$ cat src/sv/thfe_pkg.sv
// Shared types, constants and CRC function for the humidity and temperature frame encoder.
`timescale 1ns / 1ps

package thfe_pkg;

    // register indexes on the configuration port
    localparam int         CFG_IDX_W = 1;
    localparam logic [0:0] REG_TEMP  = 1'b0;
    localparam logic [0:0] REG_HUM   = 1'b1;

    localparam logic signed [15:0] TEMP_RESET = 16'sd2500;
    localparam logic signed [15:0] HUM_RESET  = 16'sd5000;

    // clamping, in hundredths
    localparam int TEMP_OFFSET = 4500;
    localparam int TEMP_SPAN   = 17500;
    localparam int HUM_MAX     = 10000;
    localparam int TEMP_OFF_W  = 15;
    localparam int HUM_W       = 14;

    // code = floor(x * 65535 / span) = floor(floor(x * 13107 >> pre) / div)
    localparam int SCALE_MUL = 13107;

    localparam int          TEMP_PRE_SHIFT   = 2;
    localparam int          TEMP_N_W         = 26;
    localparam int          TEMP_DIV         = 875;
    localparam int unsigned TEMP_RECIP       = 32'd78536544;
    localparam int          TEMP_RECIP_SHIFT = 36;

    localparam int          HUM_PRE_SHIFT   = 4;
    localparam int          HUM_N_W         = 23;
    localparam int          HUM_DIV         = 125;
    localparam int unsigned HUM_RECIP       = 32'd68719476;
    localparam int          HUM_RECIP_SHIFT = 33;

    localparam logic [7:0] CRC_POLY = 8'h31;
    localparam logic [7:0] CRC_INIT = 8'hFF;

    // load enables for the stages held inside the scaler
    typedef struct packed {
        logic s2;
        logic s3;
        logic s4;
    } adv_t;

    // one byte of CRC-8, MSB first
    function automatic logic [7:0] crc_byte(input logic [7:0] c_in, input logic [7:0] d);
        logic [7:0] c;
        c = c_in ^ d;
        for (int b = 0; b < 8; b++)
        begin
            if (c[7])
                c = {c[6:0], 1'b0} ^ CRC_POLY;
            else
                c = {c[6:0], 1'b0};
        end
        return c;
    endfunction

endpackage

$ cat src/sv/thfe_scale.sv
// Constant-coefficient scaler: three stages from a clamped value to a 16-bit raw code.
`timescale 1ns / 1ps

module thfe_scale #(
    parameter int          IN_W        = 15,
    parameter int          PRE_SHIFT   = 2,
    parameter int          N_W         = 26,
    parameter int          DIV         = 875,
    parameter int unsigned RECIP       = 32'd78536544,
    parameter int          RECIP_SHIFT = 36
) (
    input  logic                clk,
    input  thfe_pkg::adv_t      adv,
    input  logic [IN_W-1:0]     val,
    output logic [15:0]         code
);

    localparam int P_W     = IN_W + 14;
    localparam int RECIP_W = $clog2(RECIP + 1);
    localparam int DIV_W   = $clog2(DIV + 1);
    localparam int Q_W     = 17;
    localparam int QD_W    = Q_W + DIV_W;

    logic [P_W-1:0]         prod1;
    logic [N_W-1:0]         n_reg, n_next;
    logic [N_W+RECIP_W-1:0] prod2;
    logic [Q_W-1:0]         qe_reg, qe_next;
    logic [N_W-1:0]         n3_reg;
    logic [QD_W-1:0]        qd;
    logic [N_W-1:0]         rem;
    logic [15:0]            code_reg, code_next;

    // stage 2: x * 13107, pre-shift
    assign prod1  = P_W'(val) * P_W'(thfe_pkg::SCALE_MUL);
    assign n_next = N_W'(prod1 >> PRE_SHIFT);

    // stage 3: reciprocal estimate, at most one low
    assign prod2   = (N_W+RECIP_W)'(n_reg) * (N_W+RECIP_W)'(RECIP);
    assign qe_next = Q_W'(prod2 >> RECIP_SHIFT);

    // stage 4: remainder correction
    assign qd        = QD_W'(qe_reg) * QD_W'(DIV);
    assign rem       = n3_reg - N_W'(qd);
    assign code_next = 16'(qe_reg) + 16'(rem >= N_W'(DIV));

    always_ff @(posedge clk)
    begin
        if (adv.s2)
            n_reg <= n_next;
        if (adv.s3)
        begin
            qe_reg <= qe_next;
            n3_reg <= n_reg;
        end
        if (adv.s4)
            code_reg <= code_next;
    end

    assign code = code_reg;

endmodule

$ cat src/sv/temp_humidity_frame_encoder_unit.sv
// Top level of the humidity and temperature frame encoder.
// An accepted request passes the clamp register, the three scaler stages, the CRC stage and the output register.
// Throughput: one transaction per cycle while m_tready holds no stage; six registered stages with per-stage stall.
// Stage depth is set by the two reciprocal multiplies and the two CRC byte steps.
// Reset (rst_n low, asynchronous) empties the pipeline and loads 25.00 C and 50.00 %.
`timescale 1ns / 1ps

module temp_humidity_frame_encoder_unit (
    input  logic                           clk,
    input  logic                           rst_n,
    input  logic                           cfg_we,
    input  logic [thfe_pkg::CFG_IDX_W-1:0] cfg_index,
    input  logic [15:0]                    cfg_data,
    input  logic                           s_tvalid,
    output logic                           s_tready,
    input  logic [7:0]                     s_tdata,  // [0] read_request
    output logic                           m_tvalid,
    input  logic                           m_tready,
    // [7:0] temp_high_byte, [15:8] temp_low_byte, [23:16] temp_check_byte,
    // [31:24] hum_high_byte, [39:32] hum_low_byte, [47:40] hum_check_byte
    output logic [47:0]                    m_tdata
);

    logic signed [15:0] temp_reg, hum_reg;

    logic v1_reg, v2_reg, v3_reg, v4_reg, v5_reg, out_vld_reg;
    logic en1, en2, en3, en4, en5, en_out;
    logic accept;

    logic signed [16:0]              t_sum;
    logic [thfe_pkg::TEMP_OFF_W-1:0] t_off_next, t_off_reg;
    logic [thfe_pkg::HUM_W-1:0]      h_next, h_reg;

    thfe_pkg::adv_t adv;
    logic [15:0]    t_code, h_code;
    logic [15:0]    t_code5_reg, h_code5_reg;
    logic [7:0]     t_c1_reg, h_c1_reg;
    logic [47:0]    frame_next, frame_reg;

    // config registers
    always_ff @(posedge clk or negedge rst_n)
    begin
        if (!rst_n)
        begin
            temp_reg <= thfe_pkg::TEMP_RESET;
            hum_reg  <= thfe_pkg::HUM_RESET;
        end
        else if (cfg_we)
        begin
            case (cfg_index)
                thfe_pkg::REG_TEMP: temp_reg <= cfg_data;
                thfe_pkg::REG_HUM:  hum_reg  <= cfg_data;
                default: ;
            endcase
        end
    end

    // per-stage advance, bubbles squeeze out
    assign en_out   = !out_vld_reg || m_tready;
    assign en5      = !v5_reg || en_out;
    assign en4      = !v4_reg || en5;
    assign en3      = !v3_reg || en4;
    assign en2      = !v2_reg || en3;
    assign en1      = !v1_reg || en2;
    assign s_tready = en1;
    assign accept   = s_tvalid && s_tready;

    assign adv.s2 = en2;
    assign adv.s3 = en3;
    assign adv.s4 = en4;

    // saturation
    assign t_sum = 17'(temp_reg) + 17'(thfe_pkg::TEMP_OFFSET);

    always_comb
    begin
        if (t_sum < 0)
            t_off_next = '0;
        else if (t_sum > thfe_pkg::TEMP_SPAN)
            t_off_next = thfe_pkg::TEMP_OFF_W'(thfe_pkg::TEMP_SPAN);
        else
            t_off_next = thfe_pkg::TEMP_OFF_W'(t_sum);

        if (hum_reg < 0)
            h_next = '0;
        else if (hum_reg > thfe_pkg::HUM_MAX)
            h_next = thfe_pkg::HUM_W'(thfe_pkg::HUM_MAX);
        else
            h_next = thfe_pkg::HUM_W'(hum_reg);
    end

    always_ff @(posedge clk or negedge rst_n)
    begin
        if (!rst_n)
        begin
            v1_reg      <= 1'b0;
            v2_reg      <= 1'b0;
            v3_reg      <= 1'b0;
            v4_reg      <= 1'b0;
            v5_reg      <= 1'b0;
            out_vld_reg <= 1'b0;
        end
        else
        begin
            if (en1)
                v1_reg <= accept && s_tdata[0];
            if (en2)
                v2_reg <= v1_reg;
            if (en3)
                v3_reg <= v2_reg;
            if (en4)
                v4_reg <= v3_reg;
            if (en5)
                v5_reg <= v4_reg;
            if (en_out)
                out_vld_reg <= v5_reg;
        end
    end

    always_ff @(posedge clk)
    begin
        if (en1)
        begin
            t_off_reg <= t_off_next;
            h_reg     <= h_next;
        end
    end

    thfe_scale #(
        .IN_W        (thfe_pkg::TEMP_OFF_W),
        .PRE_SHIFT   (thfe_pkg::TEMP_PRE_SHIFT),
        .N_W         (thfe_pkg::TEMP_N_W),
        .DIV         (thfe_pkg::TEMP_DIV),
        .RECIP       (thfe_pkg::TEMP_RECIP),
        .RECIP_SHIFT (thfe_pkg::TEMP_RECIP_SHIFT)
    ) u_temp_scale (
        .clk  (clk),
        .adv  (adv),
        .val  (t_off_reg),
        .code (t_code)
    );

    thfe_scale #(
        .IN_W        (thfe_pkg::HUM_W),
        .PRE_SHIFT   (thfe_pkg::HUM_PRE_SHIFT),
        .N_W         (thfe_pkg::HUM_N_W),
        .DIV         (thfe_pkg::HUM_DIV),
        .RECIP       (thfe_pkg::HUM_RECIP),
        .RECIP_SHIFT (thfe_pkg::HUM_RECIP_SHIFT)
    ) u_hum_scale (
        .clk  (clk),
        .adv  (adv),
        .val  (h_reg),
        .code (h_code)
    );

    // CRC over high byte, then low byte in the output stage
    always_ff @(posedge clk)
    begin
        if (en5)
        begin
            t_code5_reg <= t_code;
            h_code5_reg <= h_code;
            t_c1_reg    <= thfe_pkg::crc_byte(thfe_pkg::CRC_INIT, t_code[15:8]);
            h_c1_reg    <= thfe_pkg::crc_byte(thfe_pkg::CRC_INIT, h_code[15:8]);
        end
        if (en_out)
            frame_reg <= frame_next;
    end

    assign frame_next = {thfe_pkg::crc_byte(h_c1_reg, h_code5_reg[7:0]),
                         h_code5_reg[7:0], h_code5_reg[15:8],
                         thfe_pkg::crc_byte(t_c1_reg, t_code5_reg[7:0]),
                         t_code5_reg[7:0], t_code5_reg[15:8]};

    assign m_tvalid = out_vld_reg;
    assign m_tdata  = frame_reg;

endmodule

$ cat config.mk
export PLATFORM = sky130hd
export DESIGN_NAME = temp_humidity_frame_encoder_unit
export DESIGN_NICKNAME = d
export VERILOG_FILES = /design/src/sv/thfe_pkg.sv /design/src/sv/thfe_scale.sv /design/src/sv/temp_humidity_frame_encoder_unit.sv
export SDC_FILE = /design/constraint.sdc
export NUM_CORES = 2
export LEC_CHECK = 0
export BUFFER_PORTS_ARGS = -buffer_cell sky130_fd_sc_hd__buf_2
export CAP_MARGIN = 10
export CORE_AREA = 3 3 284 286
export CTS_BUF_LIST = sky130_fd_sc_hd__clkbuf_4 sky130_fd_sc_hd__clkbuf_8 sky130_fd_sc_hd__clkbuf_16
export DETAILED_ROUTE_END_ITERATION = 7
export DIE_AREA = 0 0 287 289
export PLACE_DENSITY = 0.73
export RECOVER_POWER = 50
export SLEW_MARGIN = 20
export SYNTH_ARGS = -nofsm -noshare
export SYNTH_HDL_FRONTEND = slang
export SYNTH_HIERARCHICAL = 1
export SYNTH_SLANG_ARGS = --single-unit
$ cat constraint.sdc
create_clock -name clk -period 9.5 [get_ports clk]
set_clock_uncertainty 0.1 [all_clocks]
set_input_delay 1.425 -clock clk [delete_from_list [all_inputs] [get_ports clk]]
set_output_delay 1.425 -clock clk [all_outputs]
set_load 0.02 [all_outputs]
Yosys cells after proc, flatten, opt, wreduce, memory -nomap -nowiden
Index checks and enable logic that the tools add are counted.
{"block": "totals", "n_memories": 0, "mem_bits_ro": 0, "elab_cells": 149, "latch_bits": 0, "output_inout_bits": 50, "reg_bits": 327, "ramBits": 0, "input_bits": 30}
{"block": "op_classes", "reduce_logical": 18, "n_lt_le_gt_ge": 6, "mux": 48, "n_shift": 0, "bitwise": 37, "div": 0, "n_eq_ne": 0, "n_mul": 6, "add_sub_neg": 5}
{"op": "$mux 6", "count": 32}
{"op": "$mux 8", "count": 14}
{"op": "$not 3->3", "count": 32}
{"op": "$mul 23x25->48 const B", "count": 1}
{"op": "$mul 26x22->48 const B", "count": 1}
{"op": "$add 16x1->16", "count": 2}
{"op": "$mul 15x14->28 const B", "count": 1}
{"op": "$mul 14x14->27 const B", "count": 1}
{"op": "$ge 26x10->1 const B", "count": 1}
{"op": "$mul 17x10->26 const B", "count": 1}
{"op": "$sub 26x26->26", "count": 1}
{"op": "$ge 23x7->1 const B", "count": 1}
{"op": "$mul 17x7->23 const B", "count": 1}
{"op": "$sub 23x23->23", "count": 1}
{"op": "$add 16x14->17 const B", "count": 1}
{"op": "$gt 17x16->1 const B", "count": 1}
{"op": "$lt 17x1->1 const B", "count": 1}
{"op": "$gt 16x15->1 const B", "count": 1}
{"op": "$lt 16x1->1 const B", "count": 1}
{"op": "$not 8->8", "count": 2}
{"op": "$xor 8x8->8", "count": 2}
{"op": "$mux 15", "count": 1}
{"op": "$mux 14", "count": 1}
{"op": "$logic_not 1->1", "count": 6}
{"op": "5 further kinds", "count": 13}

Depth between registers and ports, before layout
{"block": "depth", "depth_word": 24, "mapped_depth": 27, "mapped_depth_nobuf": 26}

Cells and area by module
The synthesis kept the hierarchy.
{"mod": "thfe_scale at u_temp_scale", "instances": 1, "cells_per_inst": 2107, "area_per_inst_um2": 22036.1}
{"mod": "thfe_scale at u_hum_scale", "instances": 1, "cells_per_inst": 1740, "area_per_inst_um2": 18367.6}
{"mod": "temp_humidity_frame_encoder_unit", "instances": 1, "cells_per_inst": 397, "area_per_inst_um2": 6501.2}

Worst setup path after synthesis
No wires, ideal clock.
{"block": "synth_path", "kind": "register to register", "startpoint": "register u_temp_scale.n_reg[13]", "endpoint": "register u_temp_scale.qe_reg[5], data pin", "path_buffers": 0, "t_arrival_ps": 6463, "period_less_slack_ps": 6825, "slack_ps": 2675, "stages_incl_launch_ff": 25, "t_required_ps": 9138, "setup_ps": 262, "path_cell_list": "edfxtp_1 > inv_1 > fa_1 > fa_1 > inv_1 > fa_1 > fa_1 > inv_1 > fa_1 > inv_1 > fa_1 > inv_1 > fa_1 > inv_1 > ha_1 > a211oi_1 > o21ai_1 > a221o_1 > or3_1 > o21a_1 > a21o_1 > a21o_1 > a21oi_1 > o21bai_1 > xor2_1"}
{"block": "synth_between", "elab_chain_len": 1}
{"element": "start, declared", "line": "thfe_scale.sv:25", "text": "logic [N_W-1:0] n_reg, n_next;"}
{"element": "start signal, assigned", "line": "thfe_scale.sv:49", "text": "n_reg <= n_next;"}
{"element": "$mul 26x22->48", "line": "thfe_scale.sv:38", "text": "assign prod2 = (N_W+RECIP_W)'(n_reg) * (N_W+RECIP_W)'(RECIP);"}
{"element": "net u_temp_scale.prod2[41]", "line": "thfe_scale.sv:26", "text": "logic [N_W+RECIP_W-1:0] prod2;"}
{"element": "end signal, assigned", "line": "thfe_scale.sv:52", "text": "qe_reg <= qe_next;"}
{"element": "end, declared", "line": "thfe_scale.sv:27", "text": "logic [Q_W-1:0] qe_reg, qe_next;"}
The timed path passes the listed nets, and every way through them passes these cells.
A chain may end at the register's enable or synchronous reset.

Worst setup path after layout
{"block": "layout_path", "startpoint": "register u_temp_scale.n_reg[12]", "endpoint": "register u_temp_scale.qe_reg[15], data pin"}
Same word-level chain as after synthesis.

==> impl_metrics.env <==
export IMPL_outcome="finished, violations left"
export IMPL_violations="capacitance limit, slew limit"
export IMPL_slew_headroom=-0.6461
export IMPL_cts_htree_levels=2
export IMPL_maxCapViolCount=3
export IMPL_grtUsageTotal=0.2315
export IMPL_wire_per_inst_um=16.92
export IMPL_multi_input_area_um2=32610
export IMPL_fin_nets=5945
export IMPL_hold_path_class="register to register"
export IMPL_largest_reg_flops=48
export IMPL_cts_sinks=327
export IMPL_vias=28610
export IMPL_regArea_um2=9642
export IMPL_synth_area_per_cell_um2=11.05
export IMPL_area_growth_pct=6.127
export IMPL_fill_cells=6242
export IMPL_crit_fanout=7
export IMPL_routed_via_density=5.278
export IMPL_antenna_found_initial=0
export IMPL_critical_path_required_ns=9.72
export IMPL_cts_hold_buf=0
export IMPL_drive_above_1_share=0.03958
export IMPL_grt_pass1_vias=30430
export IMPL_rsz0062_at_grt="no"
export IMPL_core_area_um2=78610
export IMPL_yosysUniqueCellTypes=92
export IMPL_crit_type="register to register"
export IMPL_drt_iter0_drc=1152
export IMPL_synth_edff_count=289
export IMPL_grt_max_degree=51
export IMPL_ys_seq_elements=327
export IMPL_cts_root_buf="clkbuf_16"
export IMPL_cp_arrival_ns=7.87
export IMPL_first_pass_iters=5
export IMPL_die_w_um=287
export IMPL_post_cts_buffers=0
export IMPL_fin_area_um2=49780
export IMPL_gp_congestion=0.9406
export IMPL_antenna_left=0
export IMPL_synth_nets=5849
export IMPL_clk_pin_slew_ns=0.06
export IMPL_synth_area_um2=46900
export IMPL_finalSetupTns_ns=0
export IMPL_ys_seq_area_frac=0.2056
export IMPL_worst_setup_path_end_kind="register"
export IMPL_postRouteWirelength_um=91710
export IMPL_fmax_mhz=130.7
export IMPL_yosysWarnings=6
export IMPL_ios=80
export IMPL_drc=0
export IMPL_finalHoldViolCount=0
export IMPL_die_h_um=289
export IMPL_dp_hpwl_um=78910
export IMPL_syn_inst=4244
export IMPL_synth_top_flop_cell="edfxtp_1"
export IMPL_numCtsBuffers=40
export IMPL_start_util=0.5967
export IMPL_diodes=0
export IMPL_clockBufferDepth=3
export IMPL_cts_tree="done"
export IMPL_setup_viol=0
export IMPL_cts_resized=0
export IMPL_slew_viol_final=123
export IMPL_worst_pin_slew_ns=2.469
export IMPL_min_period_ns=7.650
export IMPL_cp_start_kind="register"
export IMPL_clkLatencyLatePin_ns=0.58
export IMPL_dpl_cell_area_um2=48520
export IMPL_async_flop_share=0.1162
export IMPL_io_buffers=72
export IMPL_fin_crit_sh=0.8053
export IMPL_grt_ovfl_total=0
export IMPL_die_area_um2=82940
export IMPL_rows=103
export IMPL_grt_pass1_wl_um=153300
==> kinds of logic after synthesis <==
group | count (synthesis) | synth area share
compound gates | 431 | 0.06479
xor+xnor | 202 | 0.03772
fa+ha+maj | 1575 | 0.5359
buf+inv | 1227 | 0.09848
flops | 327 | 0.2056
mux | 39 | 0.009203
simple gates | 443 | 0.04839
==> area by class of cell <==
| cell class | instances | area share |
|---|---|---|
| clock inverters | 26 | 0.006158 |
| well taps | 1050 | 0.02639 |
| inverters | 1204 | 0.09081 |
| multi-input cells | 2690 | 0.6551 |
| clock buffers | 47 | 0.02129 |
| flip-flops and latches | 327 | 0.1937 |
| repair buffers | 77 | 0.006510 |
==> routing by layer <==
metal  wire [µm]  GRT usage  share of wire  up-vias
li1            -          -              -    13810
met1       41280     0.3209           0.45    14160
met2       44720     0.3947           0.49      515
met3        3865    0.02950          0.042      126
met4        1839    0.04799          0.020        0
met5           0          0              0        -
==> cells in the mapped netlist (28+ instances only) <==
cell,count,area share
inv_1,1204,0.096
ha_1,852,0.23
fa_1,723,0.31
edfxtp_1,289,0.19
xnor2_1,141,0.026
a21oi_1,100,0.011
nor2_1,94,0.0075
nand2_1,93,0.0074
o21ai_0,62,0.0066
a21o_1,61,0.0098
xor2_1,61,0.011
nor3_1,49,0.0052
nand3_1,35,0.0037
mux2_2,32,0.0077
nand4_1,30,0.0040
a211oi_1,28,0.0045
dfrtp_1,28,0.015
==> worst max-delay path: stages, from the launching register on <==
cell and delay (ns):
edfxtp_1 0.60, inv_1 0.24, fa_1 0.56, fa_1 0.52, inv_1 0.05, fa_1 0.48, fa_1 0.52, inv_1 0.05
fa_1 0.53, inv_1 0.06, fa_1 0.48, inv_1 0.05, fa_1 0.47, inv_1 0.04, ha_1 0.29, a211oi_1 0.26
o21ai_1 0.12, a221o_1 0.38, or3_1 0.37, o211ai_2 0.19, nand2_1 0.17, a221oi_1 0.44, nand2b_1 0.21, nor2b_1 0.17
xnor2_1 0.09
==> metrics by stage <==
stage	std cells	hold WS (ns)	utilization	worst slack, ns
finish	5421	0.3107	0.6332	1.850
global route	5421	0.3084	0.6332	1.580
CTS	5421	0.3034	0.6346	1.911
detailed placement	5348	0.3045	0.6172	1.903
global placement	5348	0.3017	0.6172	1.966
floorplan	4244	0.3003	-	2.675
==> layout by cell type (no fill, tap or decap), drive strengths merged, types with 13 or more instances in the layout <==
master	count
xor2	61
nor2b	24
o21a	17
xnor2	141
a21oi	105
a211oi	29
nand4	30
mux2	33
nand3	35
nand2	93
a31oi	15
o211ai	22
buf	24
nor2	94
nand2b	27
dfrtp	28
fa	723
and3	21
clkinv	14
o21bai	13
inv	1209
edfxtp	289
nor3	50
a21o	61
o21ai	74
ha	852
clkbuf	100
and2	15
==> path summary, 6_finish.rpt <==
check / startpoint / endpoint / slack (ns) / cells past startpoint
max in group asynchronous: rst_n / v2_reg$_DFFE_PN0P_ / 6.50 / 1
setup reg to reg: u_temp_scale/n_reg[12]$_DFFE_PP_ / u_temp_scale/qe_reg[15]$_DFFE_PP_ / 1.85 / 24
setup / recovery: u_temp_scale/n_reg[12]$_DFFE_PP_ / u_temp_scale/qe_reg[15]$_DFFE_PP_ / 1.85 / 24
min in group asynchronous: rst_n / temp_reg[12]$_DFFE_PN0P_ / 1.47 / 1
hold / removal: t_code5_reg[12]$_DFFE_PP_ / m_tdata[4]$_DFFE_PP_ / 0.31 / 0
hold reg to reg: t_code5_reg[12]$_DFFE_PP_ / m_tdata[4]$_DFFE_PP_ / 0.31 / 0
Power is left out: the tool's default activity adds up to more than one toggle a clock period on the data nets, which glitch-free logic cannot reach.
